**config.mk**
```make
export PLATFORM = sky130hd
export DESIGN_NAME = alarm_timer_bank
export DESIGN_NICKNAME = d
export VERILOG_FILES = /design/src/hdl/atb_pkg.sv /design/src/hdl/atb_time_add.sv /design/src/hdl/atb_timer_slot.sv /design/src/hdl/alarm_timer_bank.sv
export SDC_FILE = /design/constraint.sdc
export NUM_CORES = 1
export LEC_CHECK = 0
export ABC_AREA = 1
export BUFFER_PORTS_ARGS = -buffer_cell sky130_fd_sc_hd__buf_4
export CAP_MARGIN = 20
export CORE_ASPECT_RATIO = 2
export CORE_MARGIN = 1
export CORE_UTILIZATION = 37
export CTS_BUF_LIST = sky130_fd_sc_hd__clkbuf_8 sky130_fd_sc_hd__clkbuf_16
export CTS_CLUSTER_SIZE = 8
export DETAILED_ROUTE_END_ITERATION = 6
export GPL_TIMING_DRIVEN = 0
export PLACE_DENSITY = 0.56
export SYNTH_ARGS = -nofsm -noshare
export SYNTH_HDL_FRONTEND = slang
export SYNTH_SLANG_ARGS = --single-unit
```
**constraint.sdc**
```tcl
create_clock -name clk -period 5.9 [get_ports clk]
set_input_delay 1.18 -clock clk [delete_from_list [all_inputs] [get_ports clk]]
set_output_delay 1.18 -clock clk [all_outputs]
set_load 0.01 [all_outputs]
```
**src/hdl/atb_pkg.sv**
```systemverilog
// ----------------------------------------------------------------------------
// atb_pkg
// Shared types and constants for the alarm timer bank.
// ----------------------------------------------------------------------------
package atb_pkg;

  localparam int NUM_TIMERS_DEF = 8;
  localparam int MASK_W         = 8;
  localparam int IDX_W          = 3;
  localparam int HOUR_W         = 5;
  localparam int MIN_W          = 6;
  localparam int SEC_W          = 6;
  localparam int TIME_W         = HOUR_W + MIN_W + SEC_W;

  localparam logic [1:0] FN_SET     = 2'd0;
  localparam logic [1:0] FN_STOP    = 2'd1;
  localparam logic [1:0] FN_DISABLE = 2'd2;
  localparam logic [1:0] FN_TICK    = 2'd3;

  localparam logic [1:0] CMD_NONE  = 2'd0;
  localparam logic [1:0] CMD_PLAY  = 2'd1;
  localparam logic [1:0] CMD_PAUSE = 2'd2;

  typedef enum logic [2:0] {
    MODE_DISABLED  = 3'b001,
    MODE_IDLE      = 3'b010,
    MODE_TRIGGERED = 3'b100
  } mode_t;

  typedef struct packed {
    logic              set_en;
    logic              stop_en;
    logic              dis_en;
    logic              tick_en;
    logic [IDX_W-1:0]  idx;
    logic [TIME_W-1:0] now;
    logic [TIME_W-1:0] sum;
  } atb_cmd_t;

  typedef struct packed {
    logic fired;
    logic cleared;
  } atb_stat_t;

endpackage

```
**src/hdl/atb_time_add.sv**
```systemverilog
// ----------------------------------------------------------------------------
// atb_time_add
// Adds a duration to a time of day with carries and a 24 hour wrap.
// ----------------------------------------------------------------------------
module atb_time_add (
  input  logic [atb_pkg::HOUR_W-1:0] now_hour,
  input  logic [atb_pkg::MIN_W-1:0]  now_minute,
  input  logic [atb_pkg::SEC_W-1:0]  now_second,
  input  logic [atb_pkg::HOUR_W-1:0] dur_hour,
  input  logic [atb_pkg::MIN_W-1:0]  dur_minute,
  input  logic [atb_pkg::SEC_W-1:0]  dur_second,
  output logic [atb_pkg::TIME_W-1:0] sum
);
  import atb_pkg::*;

  logic [6:0] s_raw;
  logic [7:0] m_raw;
  logic [6:0] h_raw;
  logic [1:0] s_carry;
  logic [1:0] m_carry;
  logic [6:0] s_mod;
  logic [7:0] m_mod;
  logic [6:0] h_mod;

  assign s_raw = {1'b0, now_second} + {1'b0, dur_second};

  always_comb begin
    if (s_raw >= 7'd120) begin
      s_carry = 2'd2;
      s_mod   = s_raw - 7'd120;
    end else if (s_raw >= 7'd60) begin
      s_carry = 2'd1;
      s_mod   = s_raw - 7'd60;
    end else begin
      s_carry = 2'd0;
      s_mod   = s_raw;
    end
  end

  assign m_raw = {2'b00, now_minute} + {2'b00, dur_minute} + {6'd0, s_carry};

  always_comb begin
    if (m_raw >= 8'd120) begin
      m_carry = 2'd2;
      m_mod   = m_raw - 8'd120;
    end else if (m_raw >= 8'd60) begin
      m_carry = 2'd1;
      m_mod   = m_raw - 8'd60;
    end else begin
      m_carry = 2'd0;
      m_mod   = m_raw;
    end
  end

  assign h_raw = {2'b00, now_hour} + {2'b00, dur_hour} + {5'd0, m_carry};

  always_comb begin
    if (h_raw >= 7'd48) begin
      h_mod = h_raw - 7'd48;
    end else if (h_raw >= 7'd24) begin
      h_mod = h_raw - 7'd24;
    end else begin
      h_mod = h_raw;
    end
  end

  assign sum = {h_mod[HOUR_W-1:0], m_mod[MIN_W-1:0], s_mod[SEC_W-1:0]};

endmodule

```
**src/hdl/atb_timer_slot.sv**
```systemverilog
// ----------------------------------------------------------------------------
// atb_timer_slot
// One alarm timer: target time, mode, and compare against the current time.
// ----------------------------------------------------------------------------
module atb_timer_slot #(
  parameter int SLOT_ID = 0
) (
  input  logic               clk,
  input  logic               rst,
  input  logic               cmd_valid,
  input  atb_pkg::atb_cmd_t  cmd,
  output atb_pkg::atb_stat_t stat
);
  import atb_pkg::*;

  mode_t             mode;
  mode_t             mode_next;
  logic [TIME_W-1:0] target;
  logic              sel;

  assign sel = cmd_valid && (32'(cmd.idx) == SLOT_ID);

  assign stat.fired   = cmd_valid && cmd.tick_en && (mode == MODE_IDLE) && (target == cmd.now);
  assign stat.cleared = cmd_valid && cmd.stop_en && (mode == MODE_TRIGGERED);

  always_comb begin
    mode_next = mode;
    if (sel && cmd.set_en) begin
      mode_next = MODE_IDLE;
    end else if (sel && cmd.dis_en) begin
      mode_next = MODE_DISABLED;
    end else if (stat.cleared) begin
      mode_next = MODE_IDLE;
    end else if (stat.fired) begin
      mode_next = MODE_TRIGGERED;
    end
  end

  always_ff @(posedge clk) begin
    if (rst) begin
      mode <= MODE_DISABLED;
    end else begin
      mode <= mode_next;
    end
  end

  always_ff @(posedge clk) begin
    if (sel && cmd.set_en) begin
      target <= cmd.sum;
    end
  end

endmodule

```
**src/hdl/alarm_timer_bank.sv**
```systemverilog
// ----------------------------------------------------------------------------
// alarm_timer_bank
// Bank of alarm timers with set, stop, disable and tick commands.
// ----------------------------------------------------------------------------
// Usage:
//   A command beat is taken at a rising edge where start is high and busy is
//   low. busy is low except while rst is held, so one beat can be taken in
//   every cycle. The beat is registered, decoded, applied to every timer slot
//   in parallel and its answer registered.
//   Each beat gives exactly one answer: done is high for one cycle with
//   audio_cmd and fired_mask valid in that cycle. The beat is held in start_q
//   and the input registers, its answer in the done, audio_cmd and
//   fired_mask registers; throughput is one beat per cycle, set by the single
//   pass through the slot compare and mode update. Back-to-back beats see the
//   timer state left by the one before.
//   Reset clears all timers to disabled and drops done; a command in flight
//   is lost. The receiver cannot stall: an answer not taken in its done
//   cycle is gone.
// ----------------------------------------------------------------------------
module alarm_timer_bank #(
  parameter int NUM_TIMERS = atb_pkg::NUM_TIMERS_DEF
) (
  input  logic                        clk,
  input  logic                        rst,
  input  logic                        start,
  output logic                        busy,
  input  logic [1:0]                  func,
  input  logic [atb_pkg::IDX_W-1:0]   timer_index,
  input  logic [atb_pkg::HOUR_W-1:0]  dur_hour,
  input  logic [atb_pkg::MIN_W-1:0]   dur_minute,
  input  logic [atb_pkg::SEC_W-1:0]   dur_second,
  input  logic [atb_pkg::HOUR_W-1:0]  now_hour,
  input  logic [atb_pkg::MIN_W-1:0]   now_minute,
  input  logic [atb_pkg::SEC_W-1:0]   now_second,
  output logic                        done,
  output logic [1:0]                  audio_cmd,
  output logic [atb_pkg::MASK_W-1:0]  fired_mask
);
  import atb_pkg::*;

  logic              start_q;
  logic [1:0]        func_q;
  logic [IDX_W-1:0]  idx_q;
  logic [HOUR_W-1:0] dh_q;
  logic [MIN_W-1:0]  dm_q;
  logic [SEC_W-1:0]  ds_q;
  logic [HOUR_W-1:0] nh_q;
  logic [MIN_W-1:0]  nm_q;
  logic [SEC_W-1:0]  ns_q;

  logic [TIME_W-1:0]     sum;
  logic                  idx_ok;
  atb_cmd_t              cmd;
  atb_stat_t             stat [NUM_TIMERS];
  logic [NUM_TIMERS-1:0] fired;
  logic [NUM_TIMERS-1:0] cleared;
  logic [MASK_W-1:0]     mask_next;
  logic [1:0]            audio_next;

  assign busy = rst;

  always_ff @(posedge clk) begin
    if (rst) begin
      start_q <= 1'b0;
    end else begin
      start_q <= start;
    end
  end

  always_ff @(posedge clk) begin
    if (start && !busy) begin
      func_q <= func;
      idx_q  <= timer_index;
      dh_q   <= dur_hour;
      dm_q   <= dur_minute;
      ds_q   <= dur_second;
      nh_q   <= now_hour;
      nm_q   <= now_minute;
      ns_q   <= now_second;
    end
  end

  atb_time_add u_add (
    .now_hour   (nh_q),
    .now_minute (nm_q),
    .now_second (ns_q),
    .dur_hour   (dh_q),
    .dur_minute (dm_q),
    .dur_second (ds_q),
    .sum        (sum)
  );

  assign idx_ok = 32'(idx_q) < NUM_TIMERS;

  assign cmd.set_en  = (func_q == FN_SET) && idx_ok;
  assign cmd.stop_en = (func_q == FN_STOP);
  assign cmd.dis_en  = (func_q == FN_DISABLE) && idx_ok;
  assign cmd.tick_en = (func_q == FN_TICK);
  assign cmd.idx     = idx_q;
  assign cmd.now     = {nh_q, nm_q, ns_q};
  assign cmd.sum     = sum;

  for (genvar i = 0; i < NUM_TIMERS; i++) begin : g_slot
    atb_timer_slot #(
      .SLOT_ID (i)
    ) u_slot (
      .clk       (clk),
      .rst       (rst),
      .cmd_valid (start_q),
      .cmd       (cmd),
      .stat      (stat[i])
    );
    assign fired[i]   = stat[i].fired;
    assign cleared[i] = stat[i].cleared;
  end

  for (genvar b = 0; b < MASK_W; b++) begin : g_mask
    if (b < NUM_TIMERS) begin : g_on
      assign mask_next[b] = fired[b];
    end else begin : g_off
      assign mask_next[b] = 1'b0;
    end
  end

  always_comb begin
    audio_next = CMD_NONE;
    case (func_q)
      FN_SET: begin
        audio_next = CMD_NONE;
      end
      FN_STOP: begin
        if (|cleared) audio_next = CMD_PAUSE;
      end
      FN_DISABLE: begin
        if (idx_ok) audio_next = CMD_PAUSE;
      end
      FN_TICK: begin
        if (|fired) audio_next = CMD_PLAY;
      end
      default: begin
        audio_next = CMD_NONE;
      end
    endcase
  end

  always_ff @(posedge clk) begin
    if (rst) begin
      done       <= 1'b0;
      audio_cmd  <= CMD_NONE;
      fired_mask <= '0;
    end else begin
      done       <= start_q;
      audio_cmd  <= start_q ? audio_next : CMD_NONE;
      fired_mask <= start_q ? mask_next : '0;
    end
  end

  a_answer_follows: assert property (@(posedge clk) disable iff (rst)
    (start && !busy) |=> ##1 done)
    else $error("accepted beat produced no answer");

  a_mask_needs_play: assert property (@(posedge clk)
    (done && (fired_mask != '0)) |-> (audio_cmd == CMD_PLAY))
    else $error("fired timers without play");

  a_quiet_when_idle: assert property (@(posedge clk)
    !done |-> ((audio_cmd == CMD_NONE) && (fired_mask == '0)))
    else $error("answer ports active without done");

  a_reset_drops_done: assert property (@(posedge clk)
    rst |=> !done)
    else $error("done after reset");

endmodule
```
# ---- Yosys cells after proc, flatten, opt, wreduce, memory -nomap -nowiden
# Cells that the tools add are included.
dict set report word_totals {
  reg_bits 211
  elab_cells 206
}
dict set report classes {
  bitwise_logic 1
  add_sub_neg 11
  mux 45
  eq_ne 34
  n_reduce_logical 73
  magnitude_cmp 6
}
# cell count
set ops {}
lappend ops {{$eq A17 B17 Y1} 8}
lappend ops {{$mux W2} 35}
lappend ops {{$logic_and A1 B1 Y1} 51}
lappend ops {{$eq A3 B3 Y1 const B} 12}
lappend ops {{$reduce_bool A4 Y1} 8}
lappend ops {{$reduce_or A4 Y1} 8}
lappend ops {{$eq A3 B2 Y1 const B} 10}
lappend ops {{$mux W6} 4}
lappend ops {{$sub A6 B6 Y6 const B} 4}
lappend ops {{$reduce_or A8 Y1} 2}
lappend ops {{$add A6 B6 Y7} 2}
lappend ops {{$ge A7 B6 Y1 const B} 2}
lappend ops {{$mux W5} 2}
lappend ops {{$sub A5 B5 Y5 const B} 2}
lappend ops {{$add A7 B2 Y8} 1}
lappend ops {{$ge A8 B6 Y1 const B} 1}
lappend ops {{$ge A8 B7 Y1 const B} 1}
lappend ops {{$pmux W2 S4} 1}
lappend ops {{$add A6 B2 Y7} 1}
lappend ops {{$ge A7 B5 Y1 const B} 1}
lappend ops {{$ge A7 B7 Y1 const B} 1}
lappend ops {{$add A5 B5 Y6} 1}
lappend ops {{$eq A2 B2 Y1 const B} 2}
lappend ops {{$eq A3 B1 Y1 const B} 1}
lappend ops {{7 further kinds} 9}

# ---- Longest topological paths before layout
# Gate-level depths: netlist (run 1).
dict set report depth {
  word_depth 12
  ltp_mapped 46
  depth_no_buf 46
}

# ---- Hierarchy
# Synthesis (run 1) repeated with hierarchy kept, for this count alone.
dict set report hier_totals {
  hier_cells 1335
  area_unflattened_um2 11302.1
}
# module area_each_um2 cells_each n_inst seq_area_each_um2
set by_module_without_submodules {}
lappend by_module_without_submodules {{atb_timer_slot (g_slot[1].u_slot ...)} 1034.7 127 3 570.5}
lappend by_module_without_submodules {{atb_timer_slot (g_slot[5].u_slot ...)} 1052.3 129 2 570.5}
lappend by_module_without_submodules {alarm_timer_bank 1604.0 93 1 1411.4}
lappend by_module_without_submodules {atb_time_add 1385.1 221 1 0.0}
lappend by_module_without_submodules {{atb_timer_slot (g_slot[0].u_slot)} 1038.5 127 1 570.5}
lappend by_module_without_submodules {{atb_timer_slot (g_slot[3].u_slot)} 1036.0 127 1 570.5}
lappend by_module_without_submodules {{atb_timer_slot (g_slot[7].u_slot)} 1029.7 128 1 570.5}

# ---- Least setup slack after synthesis (run 1)
# OpenSTA, ideal clock, no wires.
dict set report synth_path {
  path_kind {register to register}
  startpoint {register ns_q[0]}
  endpoint {register g_slot[0].u_slot.target[15] (data pin)}
  n_path_buf 0
  path_stages_with_launch 39
  t_arrival_ns 6.035
  slack_ns -0.419
  cell_sequence {edfxtp_1 > ha_1 > fa_1 > xnor2_1 > ha_1 > nor3b_1 > nand3_1 > nand2_1 > nand2_1 > inv_1 > fa_1 > ha_1 > fa_1 > xnor2_1 > inv_1 > ha_1 > nand2_1 > o21ai_0 > (+3 left out) > inv_1 > fa_1 > ha_1 > inv_1 > fa_1 > inv_1 > nor2_1 > nor2_1 > inv_1 > ha_1 > inv_1 > o21ai_0 > nand3_1 > nand2_1 > inv_1 > nand2_1 > nand2_1 > nand2_1}
}
# item line
set synth_rtl {}
lappend synth_rtl {{from (decl)} alarm_timer_bank.sv:49} ;# logic [SEC_W-1:0] ns_q;
lappend synth_rtl {{from (signal assigned)} alarm_timer_bank.sv:79} ;# ns_q <= now_second;
lappend synth_rtl {{to (signal assigned)} atb_timer_slot.sv:49} ;# target <= cmd.sum;
lappend synth_rtl {{to (decl)} atb_timer_slot.sv:18} ;# logic [TIME_W-1:0] target;

==> results of run 1 <==
-- layout make-up --
class                   count  area [um2]  share of cell area, %
plain buffers              21         128                   1.03
clock buffers              30         751                   6.05
repair buffers             95         842                   6.79
inverters                 103         395                   3.19
flip-flops and latches    211        5980                   48.2
multi-input cells         582        3780                   30.4
clock inverters            25         110                  0.887
well taps                 344         430                   3.47
-- cells by family (layout without fill, tap and decap cells) --
kind of cell | Yosys count | count (layout) | synth area share [%]
AOI/OAI and AO/OA | 64 | 64 | 3.52
xor gates and xnor gates | 124 | 124 | 11.0
adders and majority gates | 37 | 37 | 5.17
buffers and inverters | 124 | 274 | 5.16
DFF | 211 | 211 | 60.0
and+or+nand+nor | 357 | 357 | 15.2
-- repair_timing --
action                     CTS  global route
buffers inserted            22             9
setup endpoints to repair   24            24
gates cloned                 0             0
gates resized for setup     27            34
pin swaps                   32            40
-- tightest hold or removal path: cells and delay by family (launching register included) --
family | cells | cell delay (ps)
compound gates | 1 | 70
buf+inv | 1 | 70
flops | 1 | 290
-- per-layer routing --
layer  vias up  routed length, um  track usage [%]
met2       136              14500             38.4
met5         -                  0                0
met1      3215               8040             16.2
li1       3307                  -                -
met4         0               1400             10.8
met3        72                760             2.43
-- per-stage QoR --
| step | setup slack, ps | cell area, um2 | hold WS (ps) |
|---|---|---|---|
| 2_1_floorplan | 3.97 | 10000 | 450 |
| 3_3_place_gp | -910 | 10900 | 462 |
| 3_5_place_dp | -934 | 11100 | 467 |
| 4_1_cts | -408 | 12200 | 477 |
| 5_1_grt | -571 | 12400 | 505 |
| 6_report | -320 | 12400 | 477 |
-- placed cells by master (no fill, tap or decap), types with 5 or more instances in the layout --
cell,instances
a211oi_1,5
a21oi_1,16
buf_16,5
buf_2,10
buf_4,94
clkbuf_16,30
dfxtp_1,36
edfxtp_1,175
ha_1,22
ha_4,6
inv_1,113
inv_2,10
nand2_1,127
nand2_2,18
nand2_4,5
nand3_1,46
nand3_2,7
nand4_1,12
nor2_1,100
nor2_2,11
nor3_1,15
nor4_1,6
o21ai_0,32
xnor2_1,25
xor2_1,95
-- sequential cells by signal, indices dropped and copies added (netlist names) --
name	cells
g_slot.u_slot.target	136
g_slot.u_slot.mode	24
fired_mask	8
dm_q	6
ds_q	6
nm_q	6
ns_q	6
dh_q	5
nh_q	5
idx_q	3
audio_cmd	2
func_q	2
done	1
start_q	1
-- worst paths after layout --
| path | end | slack [ps] | cells after the start |
|---|---|---|---|
| worst min register to register | g_slot[3].u_slot.mode[2] | 480 | 2 |
| worst max-delay path | g_slot[1].u_slot.target[15] | -320 | 38 |
| worst min-delay path | g_slot[3].u_slot.mode[2] | 480 | 2 |
| worst max register to register | g_slot[1].u_slot.target[15] | -320 | 38 |
-- power by group --
part | internal [W] | switching, W | leakage, nW
Combinational | 0.000325 | 0.000550 | 2.69
Sequential | 0.00180 | 0.0000171 | 1.87
Clock | 0.000907 | 0.000628 | 0.499
Total | 0.00303 | 0.00120 | 5.06
==> flow_metrics.tcl, run 1 <==
set metrics [dict create \
    end_kind "flop" \
    grt_pass1_wl_mm 37.5 \
    wl_per_cell_um 17.5 \
    reg2reg_from "ns_q[0]" \
    syn_inst 917 \
    drv_cap 0 \
    clock-sinks 211 \
    period_needed_ps 6220 \
    design.core.area_mm2 0.0264 \
    max_freq_ghz 0.161 \
    drt_iter0_markers 327 \
    yosysWarnings 0 \
    final-setup-viol-count 16 \
    finalClockSkew_ps 24.7 \
    grt_pass1_vias 6924 \
    clk_path_buf_depth 3 \
    via_count 6730 \
    cp_max_fo 8 \
    final_nets 1123 \
    clkTransAtPathRegs_ps 50 \
    synth-edff-count 175 \
    cts_hold_buffers 0 \
    drive_above_1_share_pct 21.0 \
    power_w 0.00423 \
    outcome "finished, violations left" \
    synthArstFlopShare_pct 0 \
    synth_common_cells "175 x edfxtp_1, 146 x nand2_1, 112 x nor2_1" \
    synth_ff_type "edfxtp_1" \
    crit_required_ps 6180 \
    path_buf_inv 8 \
    yosysTopAreaCellShare_pct 52.7 \
    timing.final.ws_setup_ps -320 \
    cp_slowest_cell "fa_1" \
    path_class "reg2reg" \
    routabilityCongestion 0.856 \
    routed_wl_mm 24.7 \
    dr.pass1.iters 5 \
    cts_tree "built" \
    syn2layout_area_growth_pct 24.5 \
    syn_area_mm2 0.00996 \
    synth_area_per_cell_um2 10.9 \
    rsz0062_at_grt "true" \
    critical-path-top-delay-family "adder cells" \
    tightestPinTransition_ps 941 \
    num_antenna_cells 0 \
    die_w_um 118 \
    grt_max_degree 32 \
    p_leak_nw 5.06 \
    io_pins 54 \
    startpoint_type "flop" \
    viasPerCell 4.77 \
    antenna_found_initial 0 \
    drc_errors 0 \
    yosys.cell_types.count 29 \
    io_buffers 53 \
    numCtsBuffers 30 \
    dp.final_hpwl_mm 18.2 \
    p_per_area_mw_per_mm2 341 \
    overflow 0 \
    initial_core_util_pct 37.8 \
    post-route-period-util_pct 105 \
    cts_htree_levels 1 \
    cp.arrival_ps 6500 \
    relSlewSlack_pct 36.9 \
    postLayoutCoreUtil_pct 47.0 \
    synth_seq_cells 211 \
    synthesis.nets 996 \
    die_area_mm2 0.0276 \
    final_antenna_net_count 0 \
    fillCellCount 2427 \
    synth_most_common_cell "edfxtp_1" \
    placed_cells 1324 \
    setup_tns_ps -4630 \
    hold_viol 0 \
    setup.worst_path.start "ns_q[0]" \
    clock_latency_ps 560 \
    rows 84 \
    grt_use_total_pct 18.4 \
    worst_hold_startpoint "g_slot[3].u_slot.mode[2]" \
    ir_drop_mv 0.209 \
    synthTopCellsByArea "edfxtp_1 53%, xor2_1 8.4%, dfxtp_1 7.2%, nand2_1 5.5%, nor2_1 4.2%" \
    worstHoldPathType "reg2reg" \
    maxSlewViolCount 0 \
    violations "setup timing" \
    die_height_um 234 \
    layout.cells.non_filler 1411 \
    cp_slowest_stage_delay_ps 490 \
    yosysTopAreaCell "edfxtp_1" \
    cts-root-buf "clkbuf_16" \
    yosysSeqAreaShare_pct 60.0 \
]
No activity file was read; power rests on OpenSTA's default activity.
==> run 2: changes to the inputs <==
Settings changed: CAP_MARGIN 20 to 40, GPL_TIMING_DRIVEN 0 to not set, TNS_END_PERCENT set to 10.
==> flow_metrics.tcl, run 2 (synthesis results as in run 1) <==
set metrics [dict create \
    outcome "finished, violations left" \
    violations "setup timing" \
    rsz0062_at_grt "true" \
    r2r_cells 37 \
    post-route-period-util_pct 102 \
    cts_tree "built" \
    p_sw_w 0.00118 \
    top_usage_layer "met2" \
    grtUsageMet1_pct 16.5 \
    path_buf_inv 8 \
    dp.final_hpwl_mm 18.3 \
    die_height_um 234 \
    p_int_w 0.00305 \
    top_register "g_slot.u_slot.target" \
    routabilityCongestion 0.860 \
    path_class "reg2reg" \
    reg2reg_from "ns_q[0]" \
    p_per_area_mw_per_mm2 346 \
    p_leak_nw 5.07 \
    numCtsBuffers 30 \
    cts_htree_levels 1 \
    tightestPinTransition_ps 829 \
    clock-sinks 211 \
    hold_viol 0 \
    hold_depth 2 \
    clk_path_buf_depth 3 \
    worst_hold_startpoint "g_slot[3].u_slot.mode[2]" \
    grt_max_degree 40 \
    finalClockSkew_ps 26.6 \
    setup.worst_path.start "ns_q[0]" \
    rows 84 \
    clkTransAtPathRegs_ps 50 \
    critical-path-top-delay-family "adder cells" \
    timing.final.ws_setup_ps -92.0 \
    overflow 0 \
    antenna_found_initial 0 \
    seqPwrFrac_pct 43.4 \
    via_count 6637 \
    final_cell_mix "175 x edfxtp_1, 133 x nand2_1, 120 x buf_4" \
    final_nets 1128 \
    relSlewSlack_pct 44.1 \
    fillCellCount 2396 \
    reg.largest.list "g_slot.u_slot.target x136, g_slot.u_slot.mode x24, fired_mask x8" \
    cp_slowest_stage_delay_ps 480 \
    dr.pass1.iters 4 \
    design.core.area_mm2 0.0264 \
    routed_wl_mm 24.8 \
    drc_errors 0 \
    drive_above_1_share_pct 19.9 \
    final_common_cell "edfxtp_1" \
    end_kind "flop" \
    grt_use_total_pct 18.5 \
    netSwitchingFraction_pct 27.9 \
    cp_num_cells 37 \
    grt_pass1_vias 6812 \
    multiInputGateArea_mm2 0.00368 \
    cp_slowest_cell "fa_1" \
    pwr-share-clk_pct 36.0 \
    cts_hold_buffers 0 \
    viasPerCell 4.68 \
    initial_core_util_pct 37.8 \
    ff_latch_area_mm2 0.00598 \
    grt_use_met3_pct 2.07 \
    io_buffers 53 \
    ir_drop_mv 0.271 \
    final_antenna_net_count 0 \
    dp_slack_ps -372 \
    finalHoldWorstSlack_ps 482 \
    cp.arrival_ps 6270 \
    grt_pass1_wl_mm 37.4 \
    clock_latency_ps 560 \
    maxSlewViolCount 0 \
    final-setup-viol-count 16 \
    pwr-share-comb_pct 20.7 \
    drv_cap 0 \
    met2_usage_pct 38.7 \
    largest_reg_flops 136 \
    period_needed_ps 5990 \
    wl_per_cell_um 17.5 \
    drt_iter0_markers 329 \
    syn2layout_area_growth_pct 23.0 \
    startpoint_type "flop" \
    critPathMostFrequentCell "inv_2" \
    max_freq_ghz 0.167 \
    die_area_mm2 0.0276 \
    cts-root-buf "clkbuf_16" \
    cp_max_fo 8 \
    crit_required_ps 6180 \
    worstHoldPathType "reg2reg" \
    io_pins 54 \
    num_antenna_cells 0 \
    die_w_um 118 \
]
==> run 2: cell count changes in the layout (fill, tap and decap cells not counted), moves of 4 or more <==
cell	change
buf_16	-5
buf_2	-10
buf_4	+26
inv_1	+5
nand2_1	+6
nand2_2	-4
nor2_1	+5
nor2_2	-5
==> run 2: worst paths after layout <==
kind / end / slack, ps
hold / removal: g_slot[3].u_slot.mode[2] / 480
setup / recovery: g_slot[1].u_slot.target[16] / -90
setup reg to reg: g_slot[1].u_slot.target[16] / -90
hold reg to reg: g_slot[3].u_slot.mode[2] / 480
==> run 2: through the flow <==
step                      util (%)  instance area (um2)  setup TNS [ps]  std cells  total power [W]
after global routing          46.4                12300           -6380       1417          0.00443
after detailed placement      42.3                11200           -5930       1351          0.00267
after floorplan                  -                10000           -82.1        917          0.00229
final                         46.4                12300           -1310       1417          0.00423
after CTS                     46.1                12200           -2320       1416          0.00424
after global placement        42.3                11200           -3530       1350          0.00265
==> run 2: cell type report <==
| type | count | area share (%) |
|---|---|---|
| Inverter | 103 | 3.16 |
| Clock buffer | 30 | 6.13 |
| Tap cell | 344 | 3.51 |
| Timing Repair Buffer | 121 | 7.44 |
| Multi-Input combinational cell | 582 | 30.1 |
| Sequential cell | 211 | 48.8 |
| Clock inverter | 26 | 0.929 |
==> run 2: worst min-delay path, stage by stage (launching register included) <==
cell     delay (ps)
dfxtp_1         300
inv_1            80
a21oi_1          70
==> run 2: routing by layer <==
| layer | part of all wire [%] | vias to the layer above |
|---|---|---|
| met1 | 33 | 3144 |
| met5 | 0 | - |
| met3 | 2.7 | 53 |
| met4 | 5.0 | 0 |
| met2 | 59 | 118 |
| li1 | - | 3322 |
==> run 2: power by group through the flow <==
stage / clock (W) / combinational [W] / sequential (W)
2_1_floorplan: 0 / 0.000455 / 0.00184
3_3_place_gp: 0 / 0.000782 / 0.00187
3_5_place_dp: 0 / 0.000803 / 0.00187
4_1_cts: 0.00156 / 0.000845 / 0.00184
5_1_grt: 0.00162 / 0.000969 / 0.00184
6_report: 0.00152 / 0.000874 / 0.00184
==> run 2: timing repair <==
action                                  CTS  global route
setup buffers                             9             1
gates resized for setup                  19            24
hold endpoints to repair                  0             0
endpoints found under the setup margin   16            16
pin swaps                                30            24
